[src/hdl/ppp_pkg.sv]
// Package for the palette pixel plotter: request and response structs,
// request type codes and fixed field widths.
// Depends on nothing; ppp_scaler and the top level in hdl/ import it.
package ppp_pkg;

   localparam int RGB_W   = 24;
   localparam int COORD_W = 10;
   localparam int PSEL_W  = 4;
   localparam int ENTRY_W = 8;
   localparam int TYPE_W  = 2;

   localparam logic [TYPE_W-1:0] REQ_PAL_WRITE = 2'd0;
   localparam logic [TYPE_W-1:0] REQ_PAL_PIXEL = 2'd1;
   localparam logic [TYPE_W-1:0] REQ_RGB_PIXEL = 2'd2;
   localparam logic [TYPE_W-1:0] REQ_READOUT   = 2'd3;

   typedef struct packed {
      logic [TYPE_W-1:0]  req_type;
      logic [COORD_W-1:0] pos_x;
      logic [COORD_W-1:0] pos_y;
      logic [PSEL_W-1:0]  palette_select;
      logic [ENTRY_W-1:0] color_index;
      logic [ENTRY_W-1:0] index_offset;
      logic               skip_zero;
      logic [RGB_W-1:0]   rgb_value;
      logic               combine_or;
   } request_type;

   typedef struct packed {
      logic [RGB_W-1:0] read_rgb;
      logic             written;
      logic             clipped;
   } response_type;

   typedef struct packed {
      logic [COORD_W-1:0] x;
      logic [COORD_W-1:0] y;
   } coord_pair_type;

endpackage

[src/hdl/ppp_scaler.sv]
// Nearest-neighbor coordinate scaler: output coordinates to frame coordinates.
// Two registered stages: constant multiply, then reciprocal multiply.
// Depends on ppp_pkg.
module ppp_scaler #(
   parameter int FRAME_WIDTH  = 320,
   parameter int FRAME_HEIGHT = 200,
   parameter int OUT_WIDTH    = 640,
   parameter int OUT_HEIGHT   = 400
) (
   input  logic                   clock,
   input  ppp_pkg::coord_pair_type out_coord,
   output ppp_pkg::coord_pair_type frame_coord
);
   import ppp_pkg::*;

   // Coordinate times frame size stays below 2^20; a 2^-32 reciprocal is exact there.
   localparam int PROD_W  = 20;
   localparam int RECIP_W = 29;
   localparam int FULL_W  = PROD_W + RECIP_W;
   localparam logic [RECIP_W-1:0] RECIP_X =
      RECIP_W'(((64'd1 << 32) + 64'(OUT_WIDTH) - 64'd1) / 64'(OUT_WIDTH));
   localparam logic [RECIP_W-1:0] RECIP_Y =
      RECIP_W'(((64'd1 << 32) + 64'(OUT_HEIGHT) - 64'd1) / 64'(OUT_HEIGHT));

   logic [PROD_W-1:0]  prod_x_ff, prod_y_ff;
   logic [PROD_W-1:0]  prod_x_in, prod_y_in;
   logic [FULL_W-1:0]  full_x, full_y;
   coord_pair_type     scaled_ff, scaled_in;

   assign prod_x_in = PROD_W'(32'(out_coord.x) * FRAME_WIDTH);
   assign prod_y_in = PROD_W'(32'(out_coord.y) * FRAME_HEIGHT);

   assign full_x = FULL_W'(prod_x_ff) * FULL_W'(RECIP_X);
   assign full_y = FULL_W'(prod_y_ff) * FULL_W'(RECIP_Y);

   assign scaled_in.x = full_x[32 +: COORD_W];
   assign scaled_in.y = full_y[32 +: COORD_W];

   always_ff @(posedge clock) begin
      prod_x_ff <= prod_x_in;
      prod_y_ff <= prod_y_in;
      scaled_ff <= scaled_in;
   end

   assign frame_coord = scaled_ff;

endmodule

[config.mk]
export PLATFORM = sky130hd
export DESIGN_NAME = ppp_scaler
export DESIGN_NICKNAME = d
export VERILOG_FILES = /design/src/hdl/ppp_pkg.sv /design/src/hdl/ppp_scaler.sv
export SDC_FILE = /design/constraint.sdc
export NUM_CORES = 1
export LEC_CHECK = 0
export ABC_AREA = 0
export BUFFER_PORTS_ARGS = -buffer_cell sky130_fd_sc_hd__buf_4
export CAP_MARGIN = 20
export CORE_MARGIN = 5
export CORE_UTILIZATION = 40
export CTS_CLUSTER_DIAMETER = 100
export DETAILED_ROUTE_END_ITERATION = 6
export PLACE_DENSITY = 0.52
export SLEW_MARGIN = 20
export SYNTH_ARGS = -nofsm -noshare
export SYNTH_HDL_FRONTEND = slang
export SYNTH_SLANG_ARGS = --single-unit
[constraint.sdc]
create_clock -name clock -period 7.9 [get_ports clock]
set_input_delay 1.58 -clock clock [delete_from_list [all_inputs] [get_ports clock]]
set_output_delay 1.58 -clock clock [all_outputs]
set_load 0.005 [all_outputs]
==> results of run 1 <==
-- critical path, stage by stage (launching register included) --
cell and delay, ns:
dfxtp_1 0.48, inv_1 0.15, fa_1 0.48, fa_1 0.51, inv_1 0.05, fa_1 0.47
inv_1 0.05, fa_1 0.52, inv_1 0.05, fa_1 0.50, fa_1 0.49, ha_1 0.30
and3_1 0.17, and3_1 0.20, nand4_1 0.12, a2111oi_2 0.45, nor2_1 0.17, o31ai_2 0.35
a21oi_1 0.13, xnor2_1 0.13
-- area by class of cell --
| class | count | area, um^2 | share of cell area (%) |
|---|---|---|---|
| Clock inverter | 3 | 47.55 | 0.3952 |
| Clock buffer | 5 | 125.1 | 1.040 |
| Timing Repair Buffer | 40 | 300.3 | 2.496 |
| Tap cell | 378 | 473.0 | 3.931 |
| Inverter | 341 | 1280 | 10.64 |
| Multi-Input combinational cell | 724 | 8845 | 73.51 |
| Sequential cell | 48 | 960.9 | 7.987 |
-- cells by family after synthesis --
group / synth area share, %
mux: 0.1806
buf+inv: 11.55
xor+xnor: 2.765
simple gates: 4.334
fa+ha+maj: 64.22
flops: 8.668
compound gates: 8.285
-- cell usage in the layout (no fill, tap or decap), drive strengths merged, types with 5 or more instances in the layout --
cell,Yosys,routed
a2111oi,5,5
clkbuf,0,5
nand4,6,6
a21oi,45,45
o21a,7,7
xnor2,24,24
dfxtp,48,48
xor2,11,11
ha,289,289
buf,0,40
nand2,19,19
fa,175,175
a21o,19,19
o21ai,14,14
nor2,21,21
nand3,12,12
inv,341,341
or2,5,5
nor3,6,6
a211oi,5,5
o21bai,10,10
-- layer usage --
metal / vias to the layer above / wire (um) / track usage (%)
met2: 69 / 11780 / 27.63
met5: - / 0 / 0
met3: 20 / 608 / 2.056
li1: 3633 / - / -
met1: 3540 / 10030 / 19.89
met4: 0 / 576 / 4.642
-- worst max path at each step --
stage | start | endpoint | slack, ns
2_1_floorplan | prod_y_ff[9] | frame_coord[7] | 2.41
3_3_place_gp | prod_y_ff[9] | frame_coord[9] | 2.00
3_5_place_dp | prod_y_ff[9] | frame_coord[9] | 1.92
4_1_cts | prod_y_ff[9] | frame_coord[9] | 1.92
5_1_grt | prod_y_ff[9] | frame_coord[9] | 1.64
6_report | prod_y_ff[9] | frame_coord[9] | 2.00
-- synth_stat cells, types with 2 or more instances --
| library cell | count |
|---|---|
| inv_1 | 341 |
| ha_1 | 289 |
| fa_1 | 175 |
| dfxtp_1 | 48 |
| a21oi_1 | 43 |
| xnor2_1 | 24 |
| nor2_1 | 21 |
| a21o_1 | 19 |
| nand2_1 | 19 |
| nand3_1 | 11 |
| o21ai_0 | 11 |
| xor2_1 | 11 |
| o21bai_1 | 10 |
| o21a_1 | 7 |
| nand4_1 | 6 |
| nor3_1 | 5 |
| or2_2 | 5 |
| a211oi_1 | 4 |
| and3_1 | 4 |
| nor2b_1 | 4 |
| or3_1 | 4 |
| a311o_1 | 3 |
| and4_1 | 3 |
| nand2b_1 | 3 |
| o211ai_1 | 3 |
| a2111oi_1 | 2 |
| a2111oi_2 | 2 |
| a21oi_2 | 2 |
| a31oi_1 | 2 |
| a41oi_1 | 2 |
| mux2i_1 | 2 |
| o21ai_1 | 2 |
| o31ai_2 | 2 |
-- flip-flops by register name, summed over array words and instances, names as in the netlist --
signal,cells
frame_coord,20
prod_y_ff,15
prod_x_ff,13
-- metrics by stage --
stage | hold slack (ns) | worst slack, ns | utilization [%]
after global placement | 0.8713 | 2.003 | 43.04
after detailed placement | 0.8791 | 1.915 | 43.04
final | 0.8925 | 2.004 | 43.67
after CTS | 0.8951 | 1.920 | 43.67
after global routing | 0.9316 | 1.641 | 43.67
after floorplan | 0.7541 | 2.405 | -
==> impl_metrics.env, run 1 <==
export IMPL_num_io_pins=41
export IMPL_netlist_instances=1113
export IMPL_routedWlPerCell_um=14.94
export IMPL_syn_to_final_growth_pct=8.532
export IMPL_rrSetupSlack_ns=2.00
export IMPL_cts_root_buf="clkbuf_16"
export IMPL_cts_tree="yes"
export IMPL_grt_pass1_wl_mm=38.42
export IMPL_yosys_area_top_type="ha_1"
export IMPL_numCtsBuffers=5
export IMPL_grt_overflow=0
export IMPL_post_cts_resized=0
export IMPL_final_nets=1645
export IMPL_dpl_cell_area_um2=11860
export IMPL_end_kind="flip-flop"
export IMPL_clockBufferDepth=2
export IMPL_crit_type="reg2reg"
export IMPL_num_vias=7262
export IMPL_cp_start_kind="flip-flop"
export IMPL_fmax_ghz=0.1696
export IMPL_rsz0062_at_grt="false"
export IMPL_async_flop_share_pct=0
export IMPL_clock_skew_ns=0.01029
export IMPL_synth_warnings=0
export IMPL_min_to="frame_coord[19]"
export IMPL_gp_congestion=0.8963
export IMPL_setup_viol=0
export IMPL_die_area_um2=31140
export IMPL_place_inst=1531
export IMPL_timing_setup_tns_ns=0
export IMPL_tightest_slew_ns=0.6983
export IMPL_reg2reg_depth=19
export IMPL_hold_buffers=0
export IMPL_core_region_area_um2=27550
export IMPL_cp_max_fo=6
export IMPL_post_cts_buffers=0
export IMPL_htree_levels=2
export IMPL_drv_cap=0
export IMPL_synth_seq_cells=48
export IMPL_period_minus_slack_ns=5.896
export IMPL_hold_viol=0
export IMPL_clock_sinks=48
export IMPL_layout_drive_gt1_share_pct=5.685
export IMPL_antenna_found_initial=0
export IMPL_dr_pass1_iters=5
export IMPL_dieHeight_um=176.5
export IMPL_hpwlAfterDp_mm=21.82
export IMPL_period_share_pct=74.64
export IMPL_vias_per_cell=4.719
export IMPL_synth_top_cell_area_share_pct=32.62
export IMPL_path_clk_slew_ns=0.07
export IMPL_synth_edf_count=0
export IMPL_drtIter0Drc=135
export IMPL_drc=0
export IMPL_final_cells=1539
export IMPL_min_delay_start="prod_x_ff[18]"
export IMPL_status="finished clean"
export IMPL_diodes=0
export IMPL_holdPathStages=3
export IMPL_required_ns=8.09
export IMPL_start_util_pct=40.23
export IMPL_synth_flop_cell="dfxtp_1"
export IMPL_rows=61
export IMPL_grt_pass1_vias=7727
export IMPL_postLayoutCellArea_um2=12030
export IMPL_grt_max_degree=17
export IMPL_routed_wl_mm=22.99
export IMPL_postRouteAntennaNets=0
export IMPL_max_slew_margin_rel_pct=53.45
export IMPL_yosysSeqAreaShare_pct=8.668
export IMPL_drv_slew=0
export IMPL_nFillCells=2738
export IMPL_port_buffers=40
export IMPL_track_usage_pct=15.59
export IMPL_syn_area_um2=11090
export IMPL_reg2reg_from="prod_y_ff[9]"
export IMPL_syn_area_per_cell_um2=9.960
export IMPL_arrival_ns=6.09
export IMPL_synth_cell_types=57
export IMPL_hold_path_class="reg2reg"
export IMPL_synth_area_leaders="ha_1 33%, fa_1 32%, inv_1 12%"
export IMPL_die_x_um=176.5
export IMPL_clock_latency_ns=0.30
export IMPL_syn_nets=1598
export IMPL_timing_rr_end="frame_coord[9]"
Power of run 1 is not shown: default switching activity piles up to over one toggle a cycle in this logic, so the estimate is an artifact.
==> inputs of run 2 (changes only) <==
PLACE_DENSITY = 0.54   (was 0.52)
clock period = 4.8 ns   (was 7.9 ns; I/O delays follow)
==> run 2 against run 1 <==
  * The run now ends with setup timing left
  * Non-clock buffer count increased by 163
  * Cell count increased by 11%
  * Global-route usage increased by 0.96 points
  * Worst hold slack got worse by 0.13 ns
  * Fmax increased by 12%
  * Utilization increased by 6.9 points
  * Clock skew decreased by 0.0016 ns
  * Wire length increased by 6.8%
  * Worst setup slack got worse by 2.5 ns
  * Critical path depth unchanged
  * Clock-buffer cell count increased by 1
  * Critical path type unchanged
  * Largest cell class unchanged
  * Highest routed layer unchanged
==> impl_metrics.env, run 2 (synthesis gave the netlist of run 1 again) <==
export IMPL_die_x_um=176.5
export IMPL_multi_input_area_um2=9449
export IMPL_cpMaxStageDelayCell="fa_1"
export IMPL_grt_pass1_vias=8567
export IMPL_clock_sinks=48
export IMPL_drv_cap=0
export IMPL_cpMostUsedCell="fa_1"
export IMPL_status="complete, but fails checks"
export IMPL_syn_to_final_growth_pct=25.72
export IMPL_rsz0062_at_grt="true"
export IMPL_diodes=0
export IMPL_num_io_pins=41
export IMPL_clock_skew_ns=0.008684
export IMPL_setup_slack_ns=-0.4644
export IMPL_start_util_pct=40.23
export IMPL_setup_viol=17
export IMPL_max_slew_margin_rel_pct=74.65
export IMPL_routedWlPerCell_um=14.43
export IMPL_arrival_ns=5.46
export IMPL_core_region_area_um2=27550
export IMPL_gp_congestion=0.9045
export IMPL_fmax_ghz=0.1900
export IMPL_period_minus_slack_ns=5.264
export IMPL_grt_pass1_wl_mm=41.13
export IMPL_nFillCells=2580
export IMPL_cp_startpoint="prod_y_ff[6]"
export IMPL_dieHeight_um=176.5
export IMPL_drc=0
export IMPL_setup_worst_path_end="frame_coord[7]"
export IMPL_cts_tree="yes"
export IMPL_hold_viol=0
export IMPL_routed_wl_mm=24.56
export IMPL_port_buffers=40
export IMPL_postLayoutCellArea_um2=13940
export IMPL_layout_drive_gt1_share_pct=26.51
export IMPL_reg2reg_from="prod_y_ff[6]"
export IMPL_timing_rr_end="frame_coord[7]"
export IMPL_track_usage_pct=16.55
export IMPL_die_area_um2=31140
export IMPL_slowest_delay_ns=0.55
export IMPL_numCtsBuffers=5
export IMPL_violations="setup timing"
export IMPL_vias_per_cell=4.618
export IMPL_num_vias=7859
export IMPL_regArea_um2=1017
export IMPL_antenna_found_initial=0
export IMPL_reg2reg_depth=19
export IMPL_dpl_cell_area_um2=13250
export IMPL_hold_path_class="in2reg"
export IMPL_cp_start_kind="flip-flop"
export IMPL_rows=61
export IMPL_hpwlAfterDp_mm=22.84
export IMPL_final_nets=1808
export IMPL_period_share_pct=109.7
export IMPL_clock_latency_ns=0.31
export IMPL_place_inst=1682
export IMPL_grt_overflow=0
export IMPL_required_ns=4.99
export IMPL_path_cells="inv_4 -> fa_2 -> fa_1 -> fa_1 -> inv_1 -> fa_1 -> fa_1 -> inv_1 -> fa_1 -> inv_2 -> ha_4 -> a21oi_2 -> o21ai_2 -> a211oi_2 -> nor2_2 -> o41a_1 -> a211oi_2 -> o21bai_1 -> xor2_1"
export IMPL_cp_max_fo=3
export IMPL_crit_type="reg2reg"
export IMPL_postRouteAntennaNets=0
export IMPL_clockBufferDepth=2
export IMPL_rrSetupSlack_ns=-0.46
export IMPL_layout_common_cells="320 x inv_1, 260 x ha_1, 198 x buf_4, 165 x fa_1, 32 x a21oi_1"
export IMPL_drtIter0Drc=138
export IMPL_end_kind="flip-flop"
export IMPL_final_cells=1702
export IMPL_dr_pass1_iters=6
export IMPL_path_clk_slew_ns=0.07
export IMPL_drv_slew=0
export IMPL_cts_root_buf="clkbuf_16"
export IMPL_tightest_slew_ns=0.3803
export IMPL_htree_levels=2
export IMPL_largest_reg_flops=20
export IMPL_timing_setup_tns_ns=-4.409
export IMPL_grt_max_degree=17
export IMPL_dp_slack_ns=-0.6956
export IMPL_final_common_cell="inv_1"
==> run 2: per-stage QoR <==
| step | hold WS [ns] | utilization (%) |
|---|---|---|
| 3_3_place_gp | 0.8497 | 48.09 |
| 6_report | 0.7645 | 50.58 |
| 4_1_cts | 0.7551 | 49.73 |
| 2_1_floorplan | 0.7479 | - |
| 5_1_grt | 0.7550 | 50.58 |
| 3_5_place_dp | 0.8469 | 48.09 |
==> run 2: critical path, delay by kind of cell, from the launching register on <==
family | cells | cell delay, ns
adder cells (fa/ha/maj) | 7 | 3.18
AO/OA/AOI/OAI | 6 | 1.16
flip-flops | 1 | 0.36
buffers and inverters | 4 | 0.22
XOR/XNOR | 1 | 0.14
AND/OR/NAND/NOR | 1 | 0.07
==> run 2: cell type report <==
cell class,instances,share of cell area [%]
Multi-Input combinational cell,724,67.80
Timing Repair Buffer,203,11.07
Inverter,341,9.238
Sequential cell,48,7.299
Tap cell,378,3.393
Clock buffer,6,1.077
Clock inverter,2,0.1257
==> run 2: what timing repair did <==
| action | CTS | global route |
|---|---|---|
| setup endpoints to repair | 20 | 20 |
| setup buffers | 9 | 4 |
| pin swaps | 53 | 37 |
| hold buffers | 0 | 0 |
| resized for setup | 45 | 45 |
==> run 2: worst min path at each step <==
stage	endpoint	from	cells after the start	slack, ns
floorplan	frame_coord[19]	prod_x_ff[17]	3	0.75
global placement	frame_coord[19]	prod_x_ff[17]	3	0.85
detailed placement	frame_coord[19]	prod_x_ff[17]	3	0.85
CTS	prod_x_ff[7]	out_coord[11]	1	0.76
global route	prod_x_ff[7]	out_coord[11]	1	0.75
finish	prod_x_ff[7]	out_coord[11]	1	0.76
==> run 2: per-layer routing <==
metal,wire (um),vias to the layer above,GRT usage (%)
li1,-,3952,-
met4,564,0,4.191
met2,12960,69,30.65
met3,576,27,2.077
met5,0,-,0
met1,10450,3811,20.39
Power of run 2 is left out for the same reason.
==> inputs of run 3 (changes only) <==
CORE_UTILIZATION = 59   (was 40)
PLACE_DENSITY = 0.76   (was 0.54)
clock period = 4.3 ns   (was 4.8 ns; I/O delays follow)
==> run 3 against run 2 <==
  * Non-clock buffer count up 35
  * Utilization up 25 points
  * Critical path type unchanged
  * Clock-buffer cell count down 1
  * Clock skew about the same
  * Worst hold slack worse by 0.089 ns
  * Worst setup slack worse by 0.51 ns
  * Via count up 5.4%
  * Sequential share of layout area about the same
  * The run still ends with setup timing left
  * Register-to-register slack worse by 0.51 ns
==> impl_metrics.env, run 3 (synthesis gave the netlist of run 1 again) <==
export IMPL_vias_per_cell=5.202
export IMPL_layout_drive_gt1_share_pct=28.92
export IMPL_rrSetupSlack_ns=-0.98
export IMPL_num_vias=8287
export IMPL_grt_pass1_vias=9248
export IMPL_rows=50
export IMPL_final_common_cell="inv_1"
export IMPL_setup_viol=20
export IMPL_final_cells=1593
export IMPL_track_usage_pct=24.30
export IMPL_dr_pass1_iters=6
export IMPL_tightest_slew_ns=0.3737
export IMPL_max_slew_margin_rel_pct=75.04
export IMPL_period_share_pct=122.7
export IMPL_cpMostUsedCell="fa_1"
export IMPL_dieHeight_um=147.1
export IMPL_drtIter0Drc=262
export IMPL_num_io_pins=41
export IMPL_largest_reg_flops=20
export IMPL_clock_latency_ns=0.30
export IMPL_cp_start_kind="flip-flop"
export IMPL_drc=0
export IMPL_fmax_ghz=0.1895
export IMPL_clock_skew_ns=0.008765
export IMPL_regArea_um2=1021
export IMPL_hpwlAfterDp_mm=22.77
export IMPL_antenna_found_initial=0
export IMPL_postRouteAntennaNets=0
export IMPL_nFillCells=1202
export IMPL_die_x_um=147.1
export IMPL_reg2reg_from="prod_y_ff[10]"
export IMPL_die_area_um2=21630
export IMPL_hold_viol=0
export IMPL_timing_rr_end="frame_coord[7]"
export IMPL_crit_type="reg2reg"
export IMPL_setup_slack_ns=-0.9776
export IMPL_multi_input_area_um2=9495
export IMPL_period_minus_slack_ns=5.278
export IMPL_fin_hold_ws_ns=0.6757
export IMPL_hold_buffers=0
export IMPL_cts_root_buf="clkbuf_16"
export IMPL_path_clk_slew_ns=0.07
export IMPL_port_buffers=40
export IMPL_path_cells="inv_4 -> fa_2 -> fa_1 -> inv_2 -> fa_1 -> inv_1 -> fa_1 -> inv_1 -> fa_1 -> fa_1 -> ha_4 -> and3_4 -> and3_4 -> a211oi_2 -> nor2_2 -> o41a_1 -> a211oi_2 -> o21bai_1 -> xor2_1"
export IMPL_violations="setup timing"
export IMPL_min_delay_start="out_coord[10]"
export IMPL_slowest_delay_ns=0.57
export IMPL_gp_congestion=1.001
export IMPL_start_util_pct=59.66
export IMPL_arrival_ns=5.47
export IMPL_status="complete, but fails checks"
export IMPL_drv_cap=0
export IMPL_clock_sinks=48
export IMPL_clockBufferDepth=2
export IMPL_end_kind="flip-flop"
export IMPL_cpMaxStageDelayCell="fa_1"
export IMPL_hold_path_class="in2reg"
export IMPL_drv_slew=0
export IMPL_routedWlPerCell_um=16.08
export IMPL_final_nets=1843
export IMPL_holdPathStages=1
export IMPL_diodes=0
export IMPL_rsz0062_at_grt="true"
export IMPL_grt_max_degree=16
export IMPL_htree_levels=2
export IMPL_min_to="prod_x_ff[6]"
export IMPL_core_region_area_um2=18580
export IMPL_syn_to_final_growth_pct=26.96
export IMPL_grt_pass1_wl_mm=42.30
export IMPL_cp_max_fo=3
export IMPL_timing_setup_tns_ns=-13.93
export IMPL_reg2reg_depth=19
export IMPL_grt_overflow=0
export IMPL_place_inst=1570
export IMPL_routed_wl_mm=25.62
export IMPL_cts_tree="yes"
export IMPL_numCtsBuffers=5
export IMPL_layout_common_cells="320 x inv_1, 254 x ha_1, 231 x buf_4, 161 x fa_1, 34 x a21oi_1"
export IMPL_required_ns=4.49
-- run 3: changes by cell type in the layout (fill, tap and decap cells not counted), moves of 4 or more --
cell | previous run | this run
buf_4 | 198 | 231
fa_2 | 10 | 14
ha_4 | 25 | 30
fa_1 | 165 | 161
ha_1 | 260 | 254
-- run 3: worst max-delay path: cells and delay by family (launching register included) --
family | cells | cell delay (ns)
AOI/OAI and AO/OA | 4 | 0.99
buffers and inverters | 4 | 0.19
xor gates and xnor gates | 1 | 0.14
adders and majority gates | 7 | 3.12
and+or+nand+nor | 3 | 0.38
DFF | 1 | 0.37
-- run 3: timing repair --
action	4_1_cts	5_1_grt
buffers inserted	11	5
endpoints found under the setup margin	20	20
pin swaps	48	42
gates resized for setup	46	43
-- run 3: worst max-delay path by stage --
| stage | slack [ns] | cells after the start | startpoint | to |
|---|---|---|---|---|
| floorplan | -0.93 | 19 | prod_y_ff[10] | frame_coord[7] |
| finish | -0.98 | 19 | prod_y_ff[10] | frame_coord[7] |
| detailed placement | -1.18 | 17 | prod_y_ff[17] | frame_coord[9] |
| global route | -1.14 | 19 | prod_y_ff[10] | frame_coord[7] |
| CTS | -0.95 | 19 | prod_y_ff[10] | frame_coord[7] |
| global placement | -1.02 | 17 | prod_y_ff[17] | frame_coord[9] |
-- run 3: metrics by stage --
stage	worst slack (ns)	instance area [um^2]	util, %
after floorplan	-0.9267	11370	-
after global placement	-1.016	13340	71.80
after detailed placement	-1.182	13340	71.80
after CTS	-0.9475	13840	74.48
after global routing	-1.145	14070	75.75
final	-0.9776	14070	75.75
-- run 3: layer usage --
metal	vias to the layer above	part of all wire (%)	wire length [um]	track usage, %
li1	4031	-	-	-
met1	4054	39	10020	27.64
met2	142	54	13770	46.27
met3	60	2.8	723	2.406
met4	0	4.3	1111	10.11
met5	-	0	0	0
-- run 3: layout make-up --
class,count,share of cell area (%)
Tap cell,234,2.080
Sequential cell,48,7.254
Multi-Input combinational cell,724,67.46
Inverter,341,9.130
Clock inverter,3,0.3023
Timing Repair Buffer,238,12.88
Clock buffer,5,0.8890
Power of run 3 is left out for the same reason.
